**src/sv/lswc_pkg.sv**
```systemverilog
// ---------------------------------------------------------------------------
// lswc_pkg
// Shared constants and types of the line segment window clipper.
// ---------------------------------------------------------------------------
package lswc_pkg;
    localparam int COORD_BITS_DEF = 16;
    localparam int CLIP_PASSES    = 4;

    localparam logic [1:0] REG_LEFT   = 2'd0;
    localparam logic [1:0] REG_BOTTOM = 2'd1;
    localparam logic [1:0] REG_RIGHT  = 2'd2;
    localparam logic [1:0] REG_TOP    = 2'd3;

    // Region code bits.
    localparam int CODE_LEFT   = 0;
    localparam int CODE_RIGHT  = 1;
    localparam int CODE_BOTTOM = 2;
    localparam int CODE_TOP    = 3;

    // Control from the sequencer to the serial divider.
    typedef struct packed {
        logic start;
    } t_div_ctl;

    // Status from the serial divider.
    typedef struct packed {
        logic busy;
        logic done;
    } t_div_sts;
endpackage

```
**src/sv/lswc_div.sv**
```systemverilog
// ---------------------------------------------------------------------------
// lswc_div
// Bit-serial signed divider: one quotient bit per cycle, truncating toward
// zero, quotient 0 for a zero divisor.
// ---------------------------------------------------------------------------
module lswc_div #(
    parameter int NUM_BITS = 34,
    parameter int DEN_BITS = 17
) (
    input  logic                       i_clk,
    input  logic                       i_rst_n,
    input  lswc_pkg::t_div_ctl         i_ctl,
    input  logic signed [NUM_BITS-1:0] i_num,
    input  logic signed [DEN_BITS-1:0] i_den,
    output lswc_pkg::t_div_sts         o_sts,
    output logic signed [NUM_BITS-1:0] o_quot
);
    localparam int CW = $clog2(NUM_BITS + 1);

    logic [NUM_BITS-1:0] r_num, n_num;
    logic [NUM_BITS-1:0] r_q, n_q;
    logic [DEN_BITS:0]   r_rem, n_rem;
    logic [DEN_BITS-1:0] r_den, n_den;
    logic                r_neg, n_neg;
    logic                r_busy, n_busy;
    logic                r_done, n_done;
    logic [CW-1:0]       r_cnt, n_cnt;
    logic [DEN_BITS:0]   shifted;
    logic [DEN_BITS:0]   diff;

    always_comb begin
        n_num  = r_num;
        n_q    = r_q;
        n_rem  = r_rem;
        n_den  = r_den;
        n_neg  = r_neg;
        n_busy = r_busy;
        n_done = 1'b0;
        n_cnt  = r_cnt;
        shifted = {r_rem[DEN_BITS-1:0], r_num[NUM_BITS-1]};
        diff    = shifted - {1'b0, r_den};
        if (i_ctl.start) begin
            n_num  = i_num[NUM_BITS-1] ? (~i_num + 1'b1) : i_num;
            n_den  = i_den[DEN_BITS-1] ? (~i_den + 1'b1) : i_den;
            n_neg  = i_num[NUM_BITS-1] ^ i_den[DEN_BITS-1];
            n_rem  = '0;
            n_q    = '0;
            n_cnt  = CW'(NUM_BITS);
            n_busy = 1'b1;
        end else if (r_busy) begin
            n_num = {r_num[NUM_BITS-2:0], 1'b0};
            if (!diff[DEN_BITS]) begin
                n_rem = diff;
                n_q   = {r_q[NUM_BITS-2:0], 1'b1};
            end else begin
                n_rem = shifted;
                n_q   = {r_q[NUM_BITS-2:0], 1'b0};
            end
            n_cnt = r_cnt - 1'b1;
            if (r_cnt == CW'(1)) begin
                n_busy = 1'b0;
                n_done = 1'b1;
            end
        end
    end

    always_ff @(posedge i_clk) begin
        if (!i_rst_n) begin
            r_busy <= 1'b0;
            r_done <= 1'b0;
            r_cnt  <= '0;
        end else begin
            r_busy <= n_busy;
            r_done <= n_done;
            r_cnt  <= n_cnt;
        end
        r_num <= n_num;
        r_q   <= n_q;
        r_rem <= n_rem;
        r_den <= n_den;
        r_neg <= n_neg;
    end

    assign o_sts.busy = r_busy;
    assign o_sts.done = r_done;
    // A zero divisor leaves every trial subtract positive; force zero then.
    assign o_quot = (r_den == '0) ? '0 :
                    (r_neg ? $signed(~r_q + 1'b1) : $signed(r_q));
endmodule

```
**src/sv/line_segment_window_clipper.sv**
```systemverilog
// ---------------------------------------------------------------------------
// line_segment_window_clipper
// Cohen-Sutherland clipping of one segment against a programmable window.
// ---------------------------------------------------------------------------
// A word is taken when i_start is high and o_busy is low. It yields one result
// word, shown for one cycle with o_done; the receiver cannot stall it. Each
// clip pass runs the multiply step, then the bit-serial divider, then a new
// region test; a trivial accept or reject goes straight from the test to the
// output, and a segment makes at most CLIP_PASSES (4) passes. The divider is
// the limiting unit. Window registers sit on an APB port at byte addresses 0,
// 4, 8 and 12.
module line_segment_window_clipper #(
    parameter int COORD_BITS = lswc_pkg::COORD_BITS_DEF
) (
    input  logic                         i_clk,
    input  logic                         i_rst_n,
    input  logic                         psel,
    input  logic                         penable,
    input  logic                         pwrite,
    input  logic [3:0]                   paddr,
    input  logic [31:0]                  pwdata,
    output logic [31:0]                  prdata,
    output logic                         pready,
    input  logic                         i_start,
    output logic                         o_busy,
    input  logic signed [COORD_BITS-1:0] i_start_x,
    input  logic signed [COORD_BITS-1:0] i_start_y,
    input  logic signed [COORD_BITS-1:0] i_end_x,
    input  logic signed [COORD_BITS-1:0] i_end_y,
    output logic                         o_done,
    output logic                         o_visible,
    output logic signed [COORD_BITS-1:0] o_clip_start_x,
    output logic signed [COORD_BITS-1:0] o_clip_start_y,
    output logic signed [COORD_BITS-1:0] o_clip_end_x,
    output logic signed [COORD_BITS-1:0] o_clip_end_y
);
    localparam int DW = COORD_BITS + 1;
    localparam int PW = 2 * DW;
    localparam int PC = $clog2(lswc_pkg::CLIP_PASSES + 1);

    typedef enum logic [4:0] {
        S_IDLE = 5'b00001,
        S_TEST = 5'b00010,
        S_MUL  = 5'b00100,
        S_DIV  = 5'b01000,
        S_OUT  = 5'b10000
    } t_state;

    t_state r_state, n_state;
    logic signed [COORD_BITS-1:0] r_wl, r_wb, r_wr, r_wt;
    logic signed [COORD_BITS-1:0] r_x0, r_y0, r_x1, r_y1;
    logic signed [PW-1:0]         r_prod;
    logic signed [DW-1:0]         r_den;
    logic signed [COORD_BITS-1:0] r_base;
    logic                         r_horiz;
    logic [PC-1:0]                r_pass;
    logic                         r_done, r_vis;
    logic signed [COORD_BITS-1:0] r_ox0, r_oy0, r_ox1, r_oy1;

    logic [3:0] c0, c1, co;
    logic       wr_en;
    logic       use0;
    logic signed [DW-1:0]         ma, mb, md;
    logic signed [PW-1:0]         quot;
    logic signed [COORD_BITS-1:0] newc;
    lswc_pkg::t_div_ctl div_ctl;
    lswc_pkg::t_div_sts div_sts;

    function automatic logic [3:0] region(
        input logic signed [COORD_BITS-1:0] x, y, l, b, r, t
    );
        logic [3:0] c;
        c = '0;
        if (x < l) c[lswc_pkg::CODE_LEFT] = 1'b1;
        else if (x > r) c[lswc_pkg::CODE_RIGHT] = 1'b1;
        if (y < b) c[lswc_pkg::CODE_BOTTOM] = 1'b1;
        else if (y > t) c[lswc_pkg::CODE_TOP] = 1'b1;
        return c;
    endfunction

    assign pready = 1'b1;
    assign wr_en  = psel && penable && pwrite;

    always_ff @(posedge i_clk) begin
        if (!i_rst_n) begin
            r_wl <= '0;
            r_wb <= '0;
            r_wr <= '0;
            r_wt <= '0;
        end else if (wr_en) begin
            case (paddr[3:2])
                lswc_pkg::REG_LEFT:   r_wl <= pwdata[COORD_BITS-1:0];
                lswc_pkg::REG_BOTTOM: r_wb <= pwdata[COORD_BITS-1:0];
                lswc_pkg::REG_RIGHT:  r_wr <= pwdata[COORD_BITS-1:0];
                lswc_pkg::REG_TOP:    r_wt <= pwdata[COORD_BITS-1:0];
                default: ;
            endcase
        end
    end

    always_comb begin
        case (paddr[3:2])
            lswc_pkg::REG_LEFT:   prdata = 32'($signed(r_wl));
            lswc_pkg::REG_BOTTOM: prdata = 32'($signed(r_wb));
            lswc_pkg::REG_RIGHT:  prdata = 32'($signed(r_wr));
            lswc_pkg::REG_TOP:    prdata = 32'($signed(r_wt));
            default:              prdata = '0;
        endcase
    end

    assign c0   = region(r_x0, r_y0, r_wl, r_wb, r_wr, r_wt);
    assign c1   = region(r_x1, r_y1, r_wl, r_wb, r_wr, r_wt);
    assign use0 = (c0 != '0);
    assign co   = use0 ? c0 : c1;

    // The crossing formula is taken from the start point; differences are
    // always formed from x0,y0 as the clipping math requires.
    always_comb begin
        if (co[lswc_pkg::CODE_TOP] || co[lswc_pkg::CODE_BOTTOM]) begin
            ma = DW'(r_x1) - DW'(r_x0);
            mb = (co[lswc_pkg::CODE_TOP] ? DW'(r_wt) : DW'(r_wb)) - DW'(r_y0);
            md = DW'(r_y1) - DW'(r_y0);
        end else begin
            ma = DW'(r_y1) - DW'(r_y0);
            mb = (co[lswc_pkg::CODE_RIGHT] ? DW'(r_wr) : DW'(r_wl)) - DW'(r_x0);
            md = DW'(r_x1) - DW'(r_x0);
        end
    end

    assign div_ctl.start = (r_state == S_MUL);

    lswc_div #(
        .NUM_BITS(PW),
        .DEN_BITS(DW)
    ) u_div (
        .i_clk  (i_clk),
        .i_rst_n(i_rst_n),
        .i_ctl  (div_ctl),
        .i_num  (r_prod),
        .i_den  (r_den),
        .o_sts  (div_sts),
        .o_quot (quot)
    );

    assign newc = r_base + quot[COORD_BITS-1:0];

    always_comb begin
        n_state = r_state;
        case (r_state)
            S_IDLE: if (i_start) n_state = S_TEST;
            S_TEST: begin
                if ((c0 == '0 && c1 == '0) || (c0 & c1) != '0 ||
                        r_pass == PC'(lswc_pkg::CLIP_PASSES))
                    n_state = S_OUT;
                else
                    n_state = S_MUL;
            end
            S_MUL:  n_state = S_DIV;
            S_DIV:  if (div_sts.done) n_state = S_TEST;
            S_OUT:  n_state = S_IDLE;
            default: n_state = S_IDLE;
        endcase
    end

    always_ff @(posedge i_clk) begin
        if (!i_rst_n) begin
            r_state <= S_IDLE;
            r_done  <= 1'b0;
            r_pass  <= '0;
        end else begin
            r_state <= n_state;
            r_done  <= (r_state == S_TEST) && (n_state == S_OUT);
            if (r_state == S_IDLE) r_pass <= '0;
            else if (r_state == S_MUL) r_pass <= r_pass + 1'b1;
        end
        case (r_state)
            S_IDLE: begin
                r_x0 <= i_start_x;
                r_y0 <= i_start_y;
                r_x1 <= i_end_x;
                r_y1 <= i_end_y;
            end
            S_TEST: begin
                r_prod  <= ma * mb;
                r_den   <= md;
                r_horiz <= co[lswc_pkg::CODE_TOP] || co[lswc_pkg::CODE_BOTTOM];
                r_base  <= (co[lswc_pkg::CODE_TOP] || co[lswc_pkg::CODE_BOTTOM])
                           ? r_x0 : r_y0;
                r_vis   <= (c0 == '0) && (c1 == '0);
                r_ox0   <= r_x0;
                r_oy0   <= r_y0;
                r_ox1   <= r_x1;
                r_oy1   <= r_y1;
            end
            S_DIV: begin
                if (div_sts.done) begin
                    if (c0 != '0) begin
                        r_x0 <= r_horiz ? newc : (co[lswc_pkg::CODE_RIGHT] ? r_wr : r_wl);
                        r_y0 <= r_horiz ? (co[lswc_pkg::CODE_TOP] ? r_wt : r_wb) : newc;
                    end else begin
                        r_x1 <= r_horiz ? newc : (co[lswc_pkg::CODE_RIGHT] ? r_wr : r_wl);
                        r_y1 <= r_horiz ? (co[lswc_pkg::CODE_TOP] ? r_wt : r_wb) : newc;
                    end
                end
            end
            default: ;
        endcase
    end

    assign o_busy         = (r_state != S_IDLE) || r_done;
    assign o_done         = r_done;
    assign o_visible      = r_vis;
    assign o_clip_start_x = r_vis ? r_ox0 : '0;
    assign o_clip_start_y = r_vis ? r_oy0 : '0;
    assign o_clip_end_x   = r_vis ? r_ox1 : '0;
    assign o_clip_end_y   = r_vis ? r_oy1 : '0;
endmodule

```
**config.mk**
```make
export PLATFORM = sky130hd
export DESIGN_NAME = line_segment_window_clipper
export DESIGN_NICKNAME = d
export VERILOG_FILES = /design/src/sv/lswc_pkg.sv /design/src/sv/lswc_div.sv /design/src/sv/line_segment_window_clipper.sv
export SDC_FILE = /design/constraint.sdc
export NUM_CORES = 2
export LEC_CHECK = 0
export ABC_CLOCK_PERIOD_IN_PS = 11690
export BUFFER_PORTS_ARGS = -buffer_cell sky130_fd_sc_hd__buf_2
export CORE_MARGIN = 8
export CORE_UTILIZATION = 35
export DETAILED_ROUTE_END_ITERATION = 8
export SETUP_SLACK_MARGIN = 0.4
export SLEW_MARGIN = 20
export SYNTH_ARGS = -nofsm -noshare
export SYNTH_HDL_FRONTEND = slang
export SYNTH_SLANG_ARGS = --single-unit
export TNS_END_PERCENT = 50
```
**constraint.sdc**
```tcl
create_clock -name i_clk -period 11.69 [get_ports i_clk]
set_input_delay 2.338 -clock i_clk [delete_from_list [all_inputs] [get_ports i_clk]]
set_output_delay 2.338 -clock i_clk [all_outputs]
set_load 0.1 [all_outputs]
```
== After elaboration in Yosys (flattened, before gate mapping) ==
Cells that the tools add are included.
Operators by class
  equal/unequal tests: 14
  magnitude comparators: 8
  reduce and logical (&&, ||, !) cells: 25
  add/subtract/negate cells: 11
  multipliers: 1
  muxes and demuxes: 58
  bitwise gates (word level): 7
Operators by type and width (count)
  16-bit 2-to-1 mux: 20
  16-bit case mux with 2 select lines: 4
  32-bit case mux with 4 select lines: 1
  17-bit 2-to-1 mux: 6
  34-bit 2-to-1 mux: 3
  16-bit > comparator: 4
  16-bit less-than comparator: 4
  34-bit by 1-bit adder with 34-bit output, second input constant: 1
  17-bit by 17-bit multiplier with 34-bit output: 1
  34-bit inverter: 1
  16-bit by 16-bit subtractor with 17-bit output: 2
  17-bit by 16-bit subtractor with 17-bit output: 2
  5-bit case mux with 4 select lines: 1
  18-bit by 17-bit subtractor with 18-bit output: 1
  17-bit by 1-bit adder with 17-bit output, second input constant: 1
  17-bit logical NOT: 1
  1-bit 2-to-1 mux: 17
  17-bit inverter: 1
  16-bit by 1-bit adder with 16-bit output, second input constant: 1
  16-bit adder: 1
  16-bit inverter: 1
  5-bit 2-to-1 mux: 3
  6-bit 2-to-1 mux: 2
  4-bit logical NOT: 2
  27 further kinds: 43
Storage, ports and cells
  word-level logic and storage cells: 154
  bits in registers: 363

== Depth between registers and ports, before layout ==
  word-level depth: 11
  gate-level depth with buffers: 44
  gate-level depth less buffers: 41

== By module ==
From an unflattened synthesis, not the netlist that was laid out.
Unflattened totals
  cell total of the unflattened synthesis: 3986
  area total of the unflattened synthesis: 37001.7 um^2
By module, submodules not included
  line_segment_window_clipper: instances 1, area an instance 30002.5 um^2, cells an instance 3208
  lswc_div: instances 1, area an instance 6999.2 um^2, cells an instance 778

== Worst setup path before layout ==
Ideal clock, no wire load.
  path type: register to register
  from: reg r_y0[13]
  to: reg r_prod[33], data pin
  slack: 1019 ps
  arrival: 10411 ps
  path buffers: 2
  required time: 11430 ps
  cell stages (with the launch flop): 40
  cells stage by stage: edfxtp_1 > ha_1 > nand4_1 > or4_1 > a2bb2o_1 > nor4b_1 > o21ai_0 > o31ai_4 > buf_8 > mux2i_1 > ha_1 > fa_1 > nand3b_1 > a211o_1 > a311oi_1 > o21ai_0 > a21boi_0 > o21ai_0 > [... 4 more ...] > fa_1 > fa_1 > fa_1 > fa_1 > fa_1 > inv_1 > fa_1 > inv_1 > ha_1 > a21o_1 > a311o_1 > a31oi_1 > nor3b_1 > a211oi_1 > o31ai_1 > o21bai_1 > a21oi_1 > xnor2_1
On the way
  longest elaborated chain between the ends: 9
Ends and longest elaborated chain
  from (decl): RTL line line_segment_window_clipper.sv:51  | logic signed [COORD_BITS-1:0] r_x0, r_y0, r_x1, r_y1;
  from (signal assigned): RTL line line_segment_window_clipper.sv:179  | r_y0 <= i_start_y;
  from (signal assigned): RTL line line_segment_window_clipper.sv:199  | r_y0 <= r_horiz ? (co[lswc_pkg::CODE_TOP] ? r_wt : r_wb) : newc;
  16-bit > comparator: RTL line line_segment_window_clipper.sv:77  | else if (y > t) c[lswc_pkg::CODE_TOP] = 1'b1;
  1-bit 2-to-1 mux: RTL line line_segment_window_clipper.sv:77
  1-bit 2-to-1 mux: RTL line line_segment_window_clipper.sv:76  | if (y < b) c[lswc_pkg::CODE_BOTTOM] = 1'b1;
  4-bit nonzero test: RTL line line_segment_window_clipper.sv:113  | assign use0 = (c0 != '0);
  4-bit 2-to-1 mux: RTL line line_segment_window_clipper.sv:114  | assign co = use0 ? c0 : c1;
  17-bit 2-to-1 mux (on tied branches): RTL line line_segment_window_clipper.sv:125, line_segment_window_clipper.sv:121
  17-bit by 16-bit subtractor with 17-bit output (on tied branches): RTL line line_segment_window_clipper.sv:125, line_segment_window_clipper.sv:121
  17-bit 2-to-1 mux: RTL line line_segment_window_clipper.sv:119  | if (co[lswc_pkg::CODE_TOP] || co[lswc_pkg::CODE_BOTTOM]) begin
  17-bit by 17-bit multiplier with 34-bit output (*): RTL line line_segment_window_clipper.sv:184  | r_prod <= ma * mb;
  to (signal assigned): RTL line line_segment_window_clipper.sv:184
  to (decl): RTL line line_segment_window_clipper.sv:52  | logic signed [PW-1:0] r_prod;
Mark *: on every way between the ends. The rest lies on a longest branch, timed or not.
A chain may end at the register's enable or synchronous reset.

== Final worst setup path ==
  from: reg r_x0[9]
  to: reg r_prod[33], data pin
On the way
  longest elaborated chain between the ends: 9
Ends and longest elaborated chain
  from (decl): RTL line line_segment_window_clipper.sv:51
  from (signal assigned): RTL line line_segment_window_clipper.sv:178  | r_x0 <= i_start_x;
  from (signal assigned): RTL line line_segment_window_clipper.sv:198  | r_x0 <= r_horiz ? newc : (co[lswc_pkg::CODE_RIGHT] ? r_wr : r_wl);
  16-bit > comparator: RTL line line_segment_window_clipper.sv:75  | else if (x > r) c[lswc_pkg::CODE_RIGHT] = 1'b1;
  1-bit 2-to-1 mux: RTL line line_segment_window_clipper.sv:75
  1-bit 2-to-1 mux: RTL line line_segment_window_clipper.sv:74  | if (x < l) c[lswc_pkg::CODE_LEFT] = 1'b1;
  4-bit nonzero test: RTL line line_segment_window_clipper.sv:113
  4-bit 2-to-1 mux: RTL line line_segment_window_clipper.sv:114
  17-bit 2-to-1 mux (on tied branches): RTL line line_segment_window_clipper.sv:125, line_segment_window_clipper.sv:121
  17-bit by 16-bit subtractor with 17-bit output (on tied branches): RTL line line_segment_window_clipper.sv:125, line_segment_window_clipper.sv:121
  17-bit 2-to-1 mux: RTL line line_segment_window_clipper.sv:119
  17-bit by 17-bit multiplier with 34-bit output (*): RTL line line_segment_window_clipper.sv:184
Marks and branches as above.

==> flow_summary.json <==
{
  "rsz0062_at_grt": "false",
  "cts_hold_buf": 0,
  "crit_required_ns": 12.03,
  "num_vias": 27500,
  "final_nets": 4602,
  "synth-edff-count": 249,
  "drc_errors": 0,
  "final_util_pct": 40.0,
  "area_growth_syn_to_layout_pct": 14.1,
  "ys_seq_elements": 363,
  "h-tree-depth": 2,
  "place_congestion": 0.948,
  "arrival_ns": 11.37,
  "dp_hpwl_um": 86400,
  "syn-num-nets": 4351,
  "tightest_slew_ns": 1.05,
  "syn_area_per_cell_um2": 9.62,
  "overflow": 0,
  "rr_worst_depth": 38,
  "min_path_type": "flop to flop",
  "insertion_delay_ns": 0.63,
  "setup_violations": 0,
  "grt_max_degree": 99,
  "fin_crit_sh_pct": 94.4,
  "critPathMaxStageDelay_ns": 0.60,
  "status": "complete, no violations",
  "period_needed_ns": 11.04,
  "drt.antenna.violating_nets": 0,
  "grt_pass1_vias": 27300,
  "async_flop_share_pct": 0,
  "fmax_mhz": 90.6,
  "die-area_um2": 110000,
  "path_clk_slew_ns": 0.06,
  "fin_setup_tns_ns": 0,
  "syn_area_um2": 34900,
  "drive_above_1_share_pct": 15.7,
  "vias_per_cell": 5.28,
  "port_buffers": 186,
  "cts-buffers-inserted": 43,
  "firstDrtPassIters": 7,
  "cts_num_sinks": 363,
  "drt_iter0_drc": 2347,
  "synth_ff_type": "edfxtp_1",
  "crit_path_start_kind": "flop",
  "slew_violations": 0,
  "antenna_found_initial": 1,
  "crit_slowest_cell": "edfxtp_1",
  "core_um2": 99600,
  "cts-root-buf": "clkbuf_16",
  "cts_tree": "done",
  "ys_types": 82,
  "rows": 116,
  "whs_path_depth": 2,
  "routed_wl_um": 109000,
  "avgRoutedWirePerCell_um": 20.8,
  "grt_pass1_wl_um": 167000,
  "netlist_instances": 3631,
  "slew-limit-headroom_pct": 29.7,
  "endpoint_kind": "flop",
  "critical_path_class": "flop to flop",
  "antenna_cells": 0,
  "yosys_warnings": 0,
  "maxCapViolations": 0,
  "die_w_um": 332,
  "dieHeight_um": 332,
  "clock_path_buffers": 3,
  "track_usage_pct": 19.3,
  "hold_viol": 0,
  "ys_seq_area_share_pct": 27.9,
  "start_util_pct": 35.1,
  "ioPinCount": 206,
  "crit_top_cell": "fa_1",
  "fin_skew_ns": 0.0505,
  "worst-path-max-fanout": 5
}
flip-flops by register name, indices dropped and copies added, names as in the netlist, 17 cells and up:
name / flops
r_prod: 34
r_den: 17
u_div.r_rem: 17
u_div.r_den: 17
u_div.r_num: 34
repair_timing:
action / 4_1_cts / 5_1_grt
setup endpoints to repair: 4 / 15
resized for setup: 10 / 113
pin swaps: 2 / 19
setup buffers: 1 / 22
worst max-delay path: cells and delay by family, from the launching register on:
family          cells  cell delay, ns
mux                 2            0.43
flops               1            0.60
simple gates        4            0.79
fa+ha+maj          10            4.38
compound gates     17            4.01
buf+inv             4            0.46
xor+xnor            1            0.08
worst paths after layout:
kind / startpoint / end / slack, ns
worst max-delay path: r_x0[9]$_DFFE_PP_ / r_prod[33]$_DFFE_PP_ / 0.65
worst min-delay path: r_pass[1]$_SDFFE_PP0N_ / r_pass[1]$_SDFFE_PP0N_ / 0.48
worst max register to register: r_x0[9]$_DFFE_PP_ / r_prod[33]$_DFFE_PP_ / 0.65
worst min register to register: r_pass[1]$_SDFFE_PP0N_ / r_pass[1]$_SDFFE_PP0N_ / 0.48
synth_stat cells (all sizes together), types with 20 or more instances:
cell type / number / share of area, %
o21ai: 149 / 2.1
o31ai: 24 / 0.56
nor3: 39 / 0.56
mux2: 78 / 2.5
fa: 303 / 17
nand3: 34 / 0.49
or2: 20 / 0.36
o21a: 47 / 1.0
a21o: 47 / 1.0
ha: 311 / 11
clkbuf: 71 / 0.76
xor2: 65 / 1.6
nand4: 24 / 0.43
dfxtp: 114 / 6.5
a211oi: 20 / 0.43
a21boi: 77 / 1.7
a21oi: 133 / 1.9
nor2: 229 / 2.5
buf: 60 / 1.1
nand2b: 33 / 0.59
xnor2: 107 / 2.7
and2: 93 / 1.7
nand2: 442 / 4.8
inv: 474 / 5.1
mux2i: 97 / 2.8
o211ai: 22 / 0.49
or3: 23 / 0.41
nor2b: 60 / 1.1
edfxtp: 249 / 21
cell type report:
cell class / instances / area, um2
fill: 9860 / 59700
multi-input combinational: 2662 / 23200
sequential: 363 / 9770
timing repair buffer: 337 / 2100
inverter: 475 / 1780
tap: 1298 / 1620
clock buffer: 53 / 1120
clock inverter: 25 / 185
routing by layer:
metal / vias to the layer above / GRT usage [%] / part of all wire (%) / wire, um
met1: 13600 / 25.7 / 42 / 46100
li1: 12800 / - / - / -
met4: 2 / 6.51 / 3.9 / 4220
met3: 229 / 2.96 / 7.2 / 7810
met5: - / 0 / 0.012 / 13
met2: 942 / 31.9 / 46 / 50400
placed cells by master (no fill, tap or decap), drive strengths merged, types with 77 or more instances in the layout:
cell type,instances
and2,93
fa,303
edfxtp,249
mux2i,97
a21oi,133
dfxtp,114
buf,337
o21ai,149
nand2,442
mux2,78
xnor2,107
ha,311
nor2,229
inv,479
a21boi,77
kinds of logic (layout without fill, tap and decap cells):
logic type                 Yosys count  in the layout  synth area share (%)
DFF                                363            363                  27.9
xor gates and xnor gates           172            172                  4.31
other                                1              1                0.0107
and+or+nand+nor                   1068           1068                  14.3
muxes                              191            191                  6.39
adders and majority gates          614            614                  28.5
AOI/OAI and AO/OA                  616            616                  11.5
buffers and inverters              606            890                  7.01
stage by stage:
stage	cell area, um2	hold slack [ns]	cells	setup WS, ns
finish	39800	0.484	5213	0.654
global route	39800	0.512	5213	0.309
CTS	39200	0.480	5191	0.402
detailed placement	37800	0.472	5112	0.122
global placement	37800	0.462	5112	0.111
floorplan	34900	0.441	3631	1.02
Power is left out: the tool's default activity adds up to more than one toggle a clock period on the data nets, which glitch-free logic cannot reach.
